File: src/hdl/scac_pkg.sv
// Shared types, character codes and constants for the serial command actuator controller.
package scac_pkg;

    localparam int VALUE_BITS_DEF = 32;

    localparam int IN_TDATA_W   = 8;
    localparam int OUT_TDATA_W  = 48;
    localparam int CFG_INDEX_W  = 3;
    localparam int CFG_DATA_W   = 16;

    // character codes
    localparam logic [7:0] CH_NEWLINE = 8'h0A;
    localparam logic [7:0] CH_TAB     = 8'h09;
    localparam logic [7:0] CH_VTAB    = 8'h0B;
    localparam logic [7:0] CH_FFEED   = 8'h0C;
    localparam logic [7:0] CH_CR      = 8'h0D;
    localparam logic [7:0] CH_SPACE   = 8'h20;
    localparam logic [7:0] CH_PLUS    = 8'h2B;
    localparam logic [7:0] CH_MINUS   = 8'h2D;
    localparam logic [7:0] CH_ZERO    = 8'h30;
    localparam logic [7:0] CH_NINE    = 8'h39;
    localparam logic [7:0] CH_A       = 8'h41;
    localparam logic [7:0] CH_C       = 8'h43;
    localparam logic [7:0] CH_D       = 8'h44;
    localparam logic [7:0] CH_L       = 8'h4C;
    localparam logic [7:0] CH_R       = 8'h52;
    localparam logic [7:0] CH_S       = 8'h53;

    localparam logic [7:0]  DUTY_MAX  = 8'hFF;
    localparam logic [31:0] COUNT_MAX = 32'hFFFF_FFFF;
    localparam logic [7:0]  PAN_HOME  = 8'd90;
    localparam logic [7:0]  TILT_HOME = 8'd0;
    localparam logic [7:0]  ELAPSED_MAX = 8'hFF;

    // register indexes and reset values
    localparam logic [CFG_INDEX_W-1:0] CFG_PAN_UPPER    = 3'd0;
    localparam logic [CFG_INDEX_W-1:0] CFG_PAN_LOWER    = 3'd1;
    localparam logic [CFG_INDEX_W-1:0] CFG_TILT_UPPER   = 3'd2;
    localparam logic [CFG_INDEX_W-1:0] CFG_TILT_LOWER   = 3'd3;
    localparam logic [CFG_INDEX_W-1:0] CFG_MOUNT_PERIOD = 3'd4;
    localparam logic [CFG_INDEX_W-1:0] CFG_FIRE_PULSE   = 3'd5;

    localparam logic [7:0]  RST_PAN_UPPER    = 8'd175;
    localparam logic [7:0]  RST_PAN_LOWER    = 8'd40;
    localparam logic [7:0]  RST_TILT_UPPER   = 8'd40;
    localparam logic [7:0]  RST_TILT_LOWER   = 8'd0;
    localparam logic [7:0]  RST_MOUNT_PERIOD = 8'd20;
    localparam logic [15:0] RST_FIRE_PULSE   = 16'd250;

    typedef enum logic [1:0] {
        PH_CODE   = 2'd0,
        PH_SIGN   = 2'd1,
        PH_DIGITS = 2'd2,
        PH_DONE   = 2'd3
    } t_parse_phase;

    typedef enum logic [1:0] {
        BR_OFF = 2'd0,
        BR_FWD = 2'd1,
        BR_REV = 2'd2
    } t_bridge;

    typedef enum logic [2:0] {
        MD_UP    = 3'd0,
        MD_DOWN  = 3'd1,
        MD_LEFT  = 3'd2,
        MD_RIGHT = 3'd3,
        MD_STOP  = 3'd4
    } t_mount_dir;

    typedef enum logic [2:0] {
        CMD_NONE   = 3'd0,
        CMD_LEFT   = 3'd1,
        CMD_RIGHT  = 3'd2,
        CMD_FIRE   = 3'd3,
        CMD_CHARGE = 3'd4,
        CMD_MOUNT  = 3'd5,
        CMD_LOAD   = 3'd6
    } t_cmd_kind;

    // decoded command, value already reduced to what each code needs
    typedef struct packed {
        t_cmd_kind   kind;
        t_bridge     drive_dir;
        logic [7:0]  drive_duty;
        logic [31:0] charge_limit;
        t_mount_dir  mount_dir;
        logic        load_zero;
    } t_cmd;

    typedef struct packed {
        logic [7:0]  pan_upper;
        logic [7:0]  pan_lower;
        logic [7:0]  tilt_upper;
        logic [7:0]  tilt_lower;
        logic [7:0]  mount_period;
        logic [15:0] fire_pulse;
    } t_cfg;

    typedef struct packed {
        logic       fired_ack;
        logic       charge_ack;
        logic       charged_ack;
        t_bridge    left_dir;
        logic [7:0] left_duty;
        t_bridge    right_dir;
        logic [7:0] right_duty;
        logic       pump_on;
        logic       solenoid_open;
        logic       servos_attached;
        logic [7:0] pan_angle;
        logic [7:0] tilt_angle;
    } t_status;

endpackage

File: src/hdl/scac_parser.sv
// Command line parser: code letter, atol-style value, decoded command on newline.
module scac_parser
    import scac_pkg::*;
#(
    parameter int VALUE_BITS = VALUE_BITS_DEF
) (
    input  logic       i_clk,
    input  logic       i_rst_n,
    input  logic       i_char_valid,
    input  logic [7:0] i_char,
    output t_cmd       o_cmd
);

    localparam int MW = VALUE_BITS;
    localparam int AW = MW + 4;
    localparam int EW = MW + 32;
    localparam logic [MW-1:0] MAG_LIM     = {1'b1, {(MW-1){1'b0}}};
    localparam logic [MW-1:0] MAG_POS_MAX = MAG_LIM - MW'(1);

    t_parse_phase  r_phase, n_phase;
    logic [7:0]    r_code, n_code;
    logic          r_neg, n_neg;
    logic [MW-1:0] r_mag, n_mag;

    logic          is_digit, is_blank, is_newline;
    logic [3:0]    digit;
    logic [AW-1:0] acc;
    logic [MW-1:0] mag_acc;
    logic          neg_eff;
    logic [MW-1:0] mag_c;
    logic [EW-1:0] mag_ext;

    assign is_newline = (i_char == CH_NEWLINE);
    assign is_digit   = (i_char >= CH_ZERO) && (i_char <= CH_NINE);
    assign is_blank   = (i_char == CH_SPACE) || (i_char == CH_TAB) || (i_char == CH_VTAB) ||
                        (i_char == CH_FFEED) || (i_char == CH_CR);
    assign digit      = 4'(i_char - CH_ZERO);

    // mag*10 + d, saturating at 2^(VALUE_BITS-1)
    assign acc     = AW'({r_mag, 3'b000}) + AW'({r_mag, 1'b0}) + AW'(digit);
    assign mag_acc = (acc > AW'(MAG_LIM)) ? MAG_LIM : acc[MW-1:0];

    // signed value reduced for the command decode
    assign neg_eff = r_neg && (r_mag != '0);
    assign mag_c   = (!neg_eff && (r_mag > MAG_POS_MAX)) ? MAG_POS_MAX : r_mag;
    assign mag_ext = EW'(mag_c);

    always_ff @(posedge i_clk) begin
        if (!i_rst_n) begin
            r_phase <= PH_CODE;
            r_code  <= '0;
            r_neg   <= 1'b0;
            r_mag   <= '0;
        end else begin
            r_phase <= n_phase;
            r_code  <= n_code;
            r_neg   <= n_neg;
            r_mag   <= n_mag;
        end
    end

    always_comb begin
        n_phase = r_phase;
        n_code  = r_code;
        n_neg   = r_neg;
        n_mag   = r_mag;

        o_cmd.kind         = CMD_NONE;
        o_cmd.drive_dir    = (mag_c == '0) ? BR_OFF : (neg_eff ? BR_REV : BR_FWD);
        o_cmd.drive_duty   = (mag_ext > EW'(DUTY_MAX)) ? DUTY_MAX : mag_c[7:0];
        o_cmd.charge_limit = (neg_eff || (mag_ext > EW'(COUNT_MAX))) ? COUNT_MAX
                                                                       : mag_ext[31:0];
        o_cmd.mount_dir    = (!neg_eff && (mag_ext <= EW'(4))) ? t_mount_dir'(mag_c[2:0])
                                                                : MD_STOP;
        o_cmd.load_zero    = (mag_c == '0);

        if (i_char_valid) begin
            if (is_newline) begin
                if (r_phase != PH_CODE) begin
                    case (r_code)
                        CH_L:    o_cmd.kind = CMD_LEFT;
                        CH_R:    o_cmd.kind = CMD_RIGHT;
                        CH_S:    o_cmd.kind = CMD_FIRE;
                        CH_A:    o_cmd.kind = CMD_CHARGE;
                        CH_C:    o_cmd.kind = CMD_MOUNT;
                        CH_D:    o_cmd.kind = CMD_LOAD;
                        default: o_cmd.kind = CMD_NONE;
                    endcase
                end
                n_phase = PH_CODE;
                n_code  = '0;
                n_neg   = 1'b0;
                n_mag   = '0;
            end else begin
                case (r_phase)
                    PH_CODE: begin
                        n_code  = i_char;
                        n_phase = PH_SIGN;
                    end
                    PH_SIGN: begin
                        if (is_digit) begin
                            n_mag   = mag_acc;
                            n_phase = PH_DIGITS;
                        end else if (i_char == CH_PLUS) begin
                            n_phase = PH_DIGITS;
                        end else if (i_char == CH_MINUS) begin
                            n_neg   = 1'b1;
                            n_phase = PH_DIGITS;
                        end else if (!is_blank) begin
                            n_phase = PH_DONE;
                        end
                    end
                    PH_DIGITS: begin
                        if (is_digit) begin
                            n_mag = mag_acc;
                        end else begin
                            n_phase = PH_DONE;
                        end
                    end
                    default: begin
                        n_phase = r_phase;
                    end
                endcase
            end
        end
    end

endmodule

File: src/hdl/scac_actuator.sv
// Actuator state: motor bridges, pump timer, mount stepper, fire pulse, load mode.
module scac_actuator
    import scac_pkg::*;
(
    input  logic    i_clk,
    input  logic    i_rst_n,
    input  logic    i_tick,
    input  t_cmd    i_cmd,
    input  t_cfg    i_cfg,
    output t_status o_status
);

    t_bridge     r_left_dir, n_left_dir, r_right_dir, n_right_dir;
    logic [7:0]  r_left_duty, n_left_duty, r_right_duty, n_right_duty;
    logic        r_pump, n_pump;
    logic [31:0] r_limit, n_limit, r_elapsed, n_elapsed;
    t_mount_dir  r_mdir, n_mdir;
    logic [7:0]  r_melapsed, n_melapsed;
    logic [7:0]  r_pan, n_pan, r_tilt, n_tilt;
    logic        r_attached, n_attached;
    logic        r_solenoid, n_solenoid;
    logic [15:0] r_fire, n_fire;
    logic        fired, charge, charged;

    logic [31:0] elapsed_inc;
    logic [7:0]  melapsed_inc;

    assign elapsed_inc  = (r_elapsed == COUNT_MAX) ? r_elapsed : r_elapsed + 32'd1;
    assign melapsed_inc = (r_melapsed == ELAPSED_MAX) ? r_melapsed : r_melapsed + 8'd1;

    always_ff @(posedge i_clk) begin
        if (!i_rst_n) begin
            r_left_dir   <= BR_OFF;
            r_left_duty  <= '0;
            r_right_dir  <= BR_OFF;
            r_right_duty <= '0;
            r_pump       <= 1'b0;
            r_limit      <= '0;
            r_elapsed    <= '0;
            r_mdir       <= MD_STOP;
            r_melapsed   <= '0;
            r_pan        <= PAN_HOME;
            r_tilt       <= TILT_HOME;
            r_attached   <= 1'b1;
            r_solenoid   <= 1'b0;
            r_fire       <= '0;
        end else begin
            r_left_dir   <= n_left_dir;
            r_left_duty  <= n_left_duty;
            r_right_dir  <= n_right_dir;
            r_right_duty <= n_right_duty;
            r_pump       <= n_pump;
            r_limit      <= n_limit;
            r_elapsed    <= n_elapsed;
            r_mdir       <= n_mdir;
            r_melapsed   <= n_melapsed;
            r_pan        <= n_pan;
            r_tilt       <= n_tilt;
            r_attached   <= n_attached;
            r_solenoid   <= n_solenoid;
            r_fire       <= n_fire;
        end
    end

    always_comb begin
        n_left_dir   = r_left_dir;
        n_left_duty  = r_left_duty;
        n_right_dir  = r_right_dir;
        n_right_duty = r_right_duty;
        n_pump       = r_pump;
        n_limit      = r_limit;
        n_elapsed    = r_elapsed;
        n_mdir       = r_mdir;
        n_melapsed   = r_melapsed;
        n_pan        = r_pan;
        n_tilt       = r_tilt;
        n_attached   = r_attached;
        n_solenoid   = r_solenoid;
        n_fire       = r_fire;
        fired        = 1'b0;
        charge       = 1'b0;
        charged      = 1'b0;

        if (i_tick) begin
            // pump ends on the first tick past its limit
            if (r_pump) begin
                n_elapsed = elapsed_inc;
                if (elapsed_inc > r_limit) begin
                    n_pump    = 1'b0;
                    n_limit   = '0;
                    n_elapsed = '0;
                    charged   = 1'b1;
                end
            end
            // mount: one degree per period, blocked steps still restart the count
            n_melapsed = melapsed_inc;
            if ((r_mdir != MD_STOP) && (melapsed_inc > i_cfg.mount_period)) begin
                n_melapsed = '0;
                case (r_mdir)
                    MD_UP: begin
                        if (({1'b0, r_tilt} + 9'd1) <= {1'b0, i_cfg.tilt_upper})
                            n_tilt = r_tilt + 8'd1;
                    end
                    MD_DOWN: begin
                        if (r_tilt > i_cfg.tilt_lower) n_tilt = r_tilt - 8'd1;
                    end
                    MD_LEFT: begin
                        if (({1'b0, r_pan} + 9'd1) <= {1'b0, i_cfg.pan_upper})
                            n_pan = r_pan + 8'd1;
                    end
                    MD_RIGHT: begin
                        if (r_pan > i_cfg.pan_lower) n_pan = r_pan - 8'd1;
                    end
                    default: begin
                        n_pan = r_pan;
                    end
                endcase
            end
            // fire pulse countdown
            if (r_fire != '0) begin
                n_fire = r_fire - 16'd1;
                if (r_fire == 16'd1) begin
                    n_solenoid = 1'b0;
                    fired      = 1'b1;
                end
            end
        end else begin
            case (i_cmd.kind)
                CMD_LEFT: begin
                    n_left_dir  = i_cmd.drive_dir;
                    n_left_duty = i_cmd.drive_duty;
                end
                CMD_RIGHT: begin
                    n_right_dir  = i_cmd.drive_dir;
                    n_right_duty = i_cmd.drive_duty;
                end
                CMD_FIRE: begin
                    if (i_cfg.fire_pulse == '0) begin
                        n_solenoid = 1'b0;
                        n_fire     = '0;
                        fired      = 1'b1;
                    end else begin
                        n_solenoid = 1'b1;
                        n_fire     = i_cfg.fire_pulse;
                    end
                end
                CMD_CHARGE: begin
                    n_limit   = i_cmd.charge_limit;
                    n_elapsed = '0;
                    n_pump    = 1'b1;
                    charge    = 1'b1;
                end
                CMD_MOUNT: begin
                    n_mdir = i_cmd.mount_dir;
                end
                CMD_LOAD: begin
                    if (i_cmd.load_zero) begin
                        n_attached = 1'b1;
                        n_pan      = PAN_HOME;
                        n_tilt     = TILT_HOME;
                        n_solenoid = 1'b0;
                    end else begin
                        n_attached = 1'b0;
                        n_solenoid = 1'b1;
                    end
                end
                default: begin
                    n_pump = r_pump;
                end
            endcase
        end

        o_status.fired_ack       = fired;
        o_status.charge_ack      = charge;
        o_status.charged_ack     = charged;
        o_status.left_dir        = n_left_dir;
        o_status.left_duty       = n_left_duty;
        o_status.right_dir       = n_right_dir;
        o_status.right_duty      = n_right_duty;
        o_status.pump_on         = n_pump;
        o_status.solenoid_open   = n_solenoid;
        o_status.servos_attached = n_attached;
        o_status.pan_angle       = n_pan;
        o_status.tilt_angle      = n_tilt;
    end

endmodule

File: src/hdl/serial_command_actuator_controller.sv
// Top level: input register, parser and actuator pass, output register, config registers.
//
// Usage:
//   Slave stream carries one word per received character or millisecond tick:
//   s_axis_tuser is the kind (0 character, 1 tick), s_axis_tdata the character.
//   Every accepted word yields exactly one master word holding the acknowledge
//   pulses of that word and the actuator status after it.
//   Config registers are written through i_cfg_we/i_cfg_index/i_cfg_data while
//   the stream is idle; index 0..5 = pan upper/lower, tilt upper/lower,
//   mount period, fire pulse. Other indexes are dropped.
// Timing:
//   The word lands in the input register; when it advances, parse and update run
//   in one pass and load the output register.
//   Throughput is one word per cycle without a stall; the limit is the combinational
//   state update (decimal accumulate plus timer compares) between the two registers.
// Reset (i_rst_n low, synchronous): both pipeline registers empty, parser back
//   to waiting for a code letter, motors off, pump idle, solenoid closed,
//   servos attached at pan 90 / tilt 0, mount stopped, config at defaults.
// Stall: when m_axis_tready is low the output word holds; the input register
//   still takes one more word, then s_axis_tready drops until the output drains.
module serial_command_actuator_controller
    import scac_pkg::*;
#(
    parameter int VALUE_BITS = VALUE_BITS_DEF
) (
    input  logic                    i_clk,
    input  logic                    i_rst_n,
    input  logic                    s_axis_tvalid,
    output logic                    s_axis_tready,
    input  logic [IN_TDATA_W-1:0]   s_axis_tdata,   // [7:0] char_byte
    input  logic                    s_axis_tuser,   // [0] operation
    output logic                    m_axis_tvalid,
    input  logic                    m_axis_tready,
    // [0] fired_ack, [1] charge_ack, [2] charged_ack, [4:3] left_dir,
    // [12:5] left_duty, [14:13] right_dir, [22:15] right_duty, [23] pump_on,
    // [24] solenoid_open, [25] servos_attached, [33:26] pan_angle,
    // [41:34] tilt_angle, [47:42] zero
    output logic [OUT_TDATA_W-1:0]  m_axis_tdata,
    input  logic                    i_cfg_we,
    input  logic [CFG_INDEX_W-1:0]  i_cfg_index,
    input  logic [CFG_DATA_W-1:0]   i_cfg_data
);

    // input register
    logic       r_in_valid;
    logic       r_in_op;
    logic [7:0] r_in_char;

    // output register
    logic                   r_out_valid;
    logic [OUT_TDATA_W-1:0] r_out_data;

    t_cfg    r_cfg;
    t_cmd    cmd;
    t_status status;
    logic    advance;

    // a word moves through the update pass when the output slot is free or draining
    assign advance       = r_in_valid && (!r_out_valid || m_axis_tready);
    assign s_axis_tready = !r_in_valid || advance;

    always_ff @(posedge i_clk) begin
        if (!i_rst_n) begin
            r_in_valid <= 1'b0;
        end else if (s_axis_tvalid && s_axis_tready) begin
            r_in_valid <= 1'b1;
        end else if (advance) begin
            r_in_valid <= 1'b0;
        end
    end

    always_ff @(posedge i_clk) begin
        if (s_axis_tvalid && s_axis_tready) begin
            r_in_op   <= s_axis_tuser;
            r_in_char <= s_axis_tdata;
        end
    end

    // config registers
    always_ff @(posedge i_clk) begin
        if (!i_rst_n) begin
            r_cfg.pan_upper    <= RST_PAN_UPPER;
            r_cfg.pan_lower    <= RST_PAN_LOWER;
            r_cfg.tilt_upper   <= RST_TILT_UPPER;
            r_cfg.tilt_lower   <= RST_TILT_LOWER;
            r_cfg.mount_period <= RST_MOUNT_PERIOD;
            r_cfg.fire_pulse   <= RST_FIRE_PULSE;
        end else if (i_cfg_we) begin
            case (i_cfg_index)
                CFG_PAN_UPPER:    r_cfg.pan_upper    <= i_cfg_data[7:0];
                CFG_PAN_LOWER:    r_cfg.pan_lower    <= i_cfg_data[7:0];
                CFG_TILT_UPPER:   r_cfg.tilt_upper   <= i_cfg_data[7:0];
                CFG_TILT_LOWER:   r_cfg.tilt_lower   <= i_cfg_data[7:0];
                CFG_MOUNT_PERIOD: r_cfg.mount_period <= i_cfg_data[7:0];
                CFG_FIRE_PULSE:   r_cfg.fire_pulse   <= i_cfg_data;
                default:          r_cfg              <= r_cfg;
            endcase
        end
    end

    scac_parser #(
        .VALUE_BITS(VALUE_BITS)
    ) u_parser (
        .i_clk       (i_clk),
        .i_rst_n     (i_rst_n),
        .i_char_valid(advance && !r_in_op),
        .i_char      (r_in_char),
        .o_cmd       (cmd)
    );

    scac_actuator u_actuator (
        .i_clk   (i_clk),
        .i_rst_n (i_rst_n),
        .i_tick  (advance && r_in_op),
        .i_cmd   (cmd),
        .i_cfg   (r_cfg),
        .o_status(status)
    );

    // actuator state only moves on advance; hold it otherwise
    always_ff @(posedge i_clk) begin
        if (!i_rst_n) begin
            r_out_valid <= 1'b0;
        end else if (advance) begin
            r_out_valid <= 1'b1;
        end else if (m_axis_tready) begin
            r_out_valid <= 1'b0;
        end
    end

    always_ff @(posedge i_clk) begin
        if (advance) begin
            r_out_data <= {6'd0,
                           status.tilt_angle,
                           status.pan_angle,
                           status.servos_attached,
                           status.solenoid_open,
                           status.pump_on,
                           status.right_duty,
                           status.right_dir,
                           status.left_duty,
                           status.left_dir,
                           status.charged_ack,
                           status.charge_ack,
                           status.fired_ack};
        end
    end

    assign m_axis_tvalid = r_out_valid;
    assign m_axis_tdata  = r_out_data;

endmodule

File: config.mk
export PLATFORM = sky130hd
export DESIGN_NAME = serial_command_actuator_controller
export DESIGN_NICKNAME = d
export VERILOG_FILES = /design/src/hdl/scac_pkg.sv /design/src/hdl/scac_parser.sv /design/src/hdl/scac_actuator.sv /design/src/hdl/serial_command_actuator_controller.sv
export SDC_FILE = /design/constraint.sdc
export NUM_CORES = 1
export LEC_CHECK = 0
export BUFFER_PORTS_ARGS = -buffer_cell sky130_fd_sc_hd__clkbuf_2
export CAP_MARGIN = 20
export CORE_AREA = 2 2 184 186
export DETAILED_ROUTE_END_ITERATION = 6
export DIE_AREA = 0 0 186 188
export GPL_TIMING_DRIVEN = 0
export PLACE_DENSITY = 0.67
export SETUP_SLACK_MARGIN = 0.1
export SLEW_MARGIN = 20
export SYNTH_ARGS = -nofsm -noshare
export SYNTH_HDL_FRONTEND = slang
export SYNTH_SLANG_ARGS = --single-unit
export TNS_END_PERCENT = 10
File: constraint.sdc
create_clock -name i_clk -period 10.51 [get_ports i_clk]
set_input_delay 0.5255 -clock i_clk [delete_from_list [all_inputs] [get_ports i_clk]]
set_output_delay 0.5255 -clock i_clk [all_outputs]
set_load 0.01 [all_outputs]
==> out/metrics.cfg <==
[global_routing]
grt_pass1_vias = 15300
gr-total-overflow = 0
grt_pass1_wl_mm = 79.2
grt_max_degree = 20
grt_usage_pct = 28.3
antenna_found_initial = 0

[sta]
max_freq_ghz = 0.188
hold_viol = 0
worst_pin_slew_ps = 1060
finalSetupViolCount = 0
setup_ws_ps = 5190
grt_setup_unrepaired = no
min_period_ps = 5320
slew_headroom_pct = 29.2
post-route-period-util_pct = 50.6
maxSlewViolCount = 0
clock_skew_ps = 25.6
setup_tns_ps = 0

[power]
p_leak_nw = 7.76
p_int_mw = 1.88
swShare_pct = 23.5
power.switching_mw = 0.577
p_clk_share_pct = 49.5
power.total_mw = 2.45
irDropWorstVdd_mv = 0.132
power_frac_seq_pct = 45.9
p_per_area_mw_per_mm2 = 127
combPwrFrac_pct = 4.7

[cells_and_area]
nets = 2397
n_antenna_cell = 0
drive_gt1_share_pct = 10.3
area_delta_synth_final_pct = 12.6
final_util_pct = 58.5

[placed_design]
gp_congestion = 0.927
io_buffers = 75
dpl_worst_slack_ps = 5310
dp_hpwl_mm = 36.7

[routing]
drtPass1Iterations = 5
drt_iter0_markers = 1146
route.detailed.drc = 0
vias_per_cell = 5.82
via_count = 15700
wl_mm = 49.2
wl_per_cell_um = 18.3
antenna_left = 0

[min_path]
holdCritStartpoint = s_axis_tuser
hold_class = in2reg

[critical_path]
worstPathMaxFanout = 10
worst-setup-path-type = reg2reg
reg2reg_from = u_actuator.r_elapsed[12]$_SDFFE_PN0P_
end_kind = register
crit_family = compound AO/OA/AOI/OAI gates
slowest_delay_ps = 810
slowest_stage = a211oi_2
cp_num_buf_inv = 3
crit_start = u_actuator.r_elapsed[12]$_SDFFE_PN0P_
crit_path_start_kind = register
crit_arrival_ps = 5770
cp_cell_sequence = buf_2 > and4_1 > nand4_1 > nand4bb_1 > or2_1 > buf_2 > nand2_1 > nor3_1 > nand3_1 > xnor2_1 > ha_1 > a21o_1 > a21o_1 > a21oi_1 > o21ai_0 > a21oi_1 > o2111ai_1 > a211oi_2 > buf_2 > a21oi_1 > mux2i_1
cp.required_ps = 10950

[logic_synthesis]
synth.area.top_cells = dfxtp_1, ha_1, edfxtp_1
ys_ff_latch = 282
yosysTopAreaCell = dfxtp_1
avgSynthCellArea_sq_um = 8.19
synth_top_flop_cell = dfxtp_1
synth_edf_count = 51
synthCells = 2098
yosysTopAreaCellShare_pct = 26.9
yosysUniqueCellTypes = 87
yosysSeqAreaShare_pct = 35.8
netlist_area_sq_mm = 0.0172
async_flop_share_pct = 0
yosysWarnings = 0

[floorplanning]
io_pins = 83
core_sq_mm = 0.0331
die_area_sq_mm = 0.0350
chipWidth_um = 186
start_util_pct = 51.9
rows = 67
dieHeight_um = 188

[clock_tree]
path_clk_slew_ps = 60
insertion_delay_ps = 530
cts-buffers-inserted = 34
htreeDepth = 2
cts_resized = 0
clockBufferDepth = 3
root_buffer = clkbuf_16
cts_tree = built
clock-sinks = 282
postCtsSetupRepairBufs = 0
hold_buffers = 0

[status]
status = complete, no violations

[run]
max_cap_viol_count = 0

==> cells in the final DEF (no fill, tap or decap), types with 16 or more instances in the layout <==
master	count
nand2_1	277
dfxtp_1	231
a21oi_1	204
nor2_1	186
ha_1	146
inv_1	113
o21ai_0	94
clkbuf_2	75
clkbuf_1	72
nand3_1	67
xnor2_1	54
edfxtp_1	51
nand4_1	45
clkbuf_16	36
and2_1	35
and3_1	32
nor3_1	32
o21ai_1	28
o31ai_2	28
nand2b_1	27
buf_2	25
xor2_1	22
o21a_1	22
a21o_1	22
o211ai_1	22
nor4_1	20
mux2i_1	19
nor2b_1	17
a31oi_1	16
==> flip-flops by register name, indices dropped and copies added (netlist names), 8 cells and up <==
name                     count
m_axis_tdata                42
r_cfg                       56
r_in_char                    8
u_actuator.r_elapsed        32
u_actuator.r_fire           16
u_actuator.r_left_duty       8
u_actuator.r_limit          32
u_actuator.r_melapsed        8
u_actuator.r_pan             8
u_actuator.r_right_duty      8
u_actuator.r_tilt            8
u_parser.r_code              8
u_parser.r_mag              32
==> area by class of cell <==
type / count / area [sq um]
Clock inverter: 19 / 206
Fill cell: 3027 / 13800
Sequential cell: 282 / 6160
Timing Repair Buffer: 77 / 430
Clock buffer: 41 / 950
Multi-Input combinational cell: 1598 / 10100
Buffer: 109 / 485
Inverter: 114 / 428
Tap cell: 448 / 561
==> metrics by stage <==
step                hold slack, ps  std cells  instance area, sq um
floorplan                      431       2103                 17200
global placement               440       2626                 18100
detailed placement             447       2628                 18200
CTS                            167       2688                 19400
global route                   176       2688                 19400
finish                         176       2688                 19400
==> power by group through the flow <==
stage | Sequential (mW) | Clock (mW) | Combinational, mW
floorplan | 1.15 | 0 | 0.0618
global placement | 1.15 | 0 | 0.107
detailed placement | 1.15 | 0 | 0.112
CTS | 1.13 | 1.23 | 0.113
global route | 1.13 | 1.27 | 0.125
finish | 1.13 | 1.21 | 0.114
==> cells in the mapped netlist, types with 14 or more instances <==
library cell / number
ha_1: 146
a21o_1: 22
inv_1: 113
o21ai_0: 94
a21oi_1: 204
o211ai_1: 22
dfxtp_1: 231
o21ai_1: 28
nand4_1: 45
o31ai_2: 28
nor2_1: 186
mux2i_1: 19
nand3_1: 67
edfxtp_1: 51
xor2_1: 22
nor4_1: 20
nand2b_1: 27
clkbuf_1: 70
a31oi_1: 16
xnor2_1: 54
o21a_1: 22
buf_2: 25
nand2_1: 277
nor3_1: 32
and3_1: 32
nor2b_1: 18
o21bai_1: 14
and2_1: 35
==> per-layer routing <==
layer	share of wire [%]	vias to the layer above	track usage [%]
met5	0	-	0
met4	3.0	0	9.12
met3	6.9	108	5.07
met2	45	521	44.7
met1	45	7348	39.1
li1	-	7679	-
==> final timing paths <==
check,to,slack [ps],cells past startpoint
worst max register to register,u_actuator.r_elapsed[11]$_SDFFE_PN0P_,5190,21
worst min-delay path,r_in_op$_DFFE_PP_,180,1
worst max-delay path,u_actuator.r_elapsed[11]$_SDFFE_PN0P_,5190,21
worst min register to register,r_cfg[30]$_SDFFE_PN0P_,450,2
==> cell families (layout without fill, tap and decap cells) <==
logic type	count (synthesis)	count (layout)	share of synthesized area (%)
and+or+nand+nor	804	804	22.5
AOI/OAI and AO/OA	542	542	20.3
DFF	282	282	35.8
buffers and inverters	223	360	5.32
adders and majority gates	148	148	10.9
xor gates and xnor gates	76	76	3.87
muxes	22	22	1.30
other	1	6	0.0218
(Power assumes the default switching activity.)
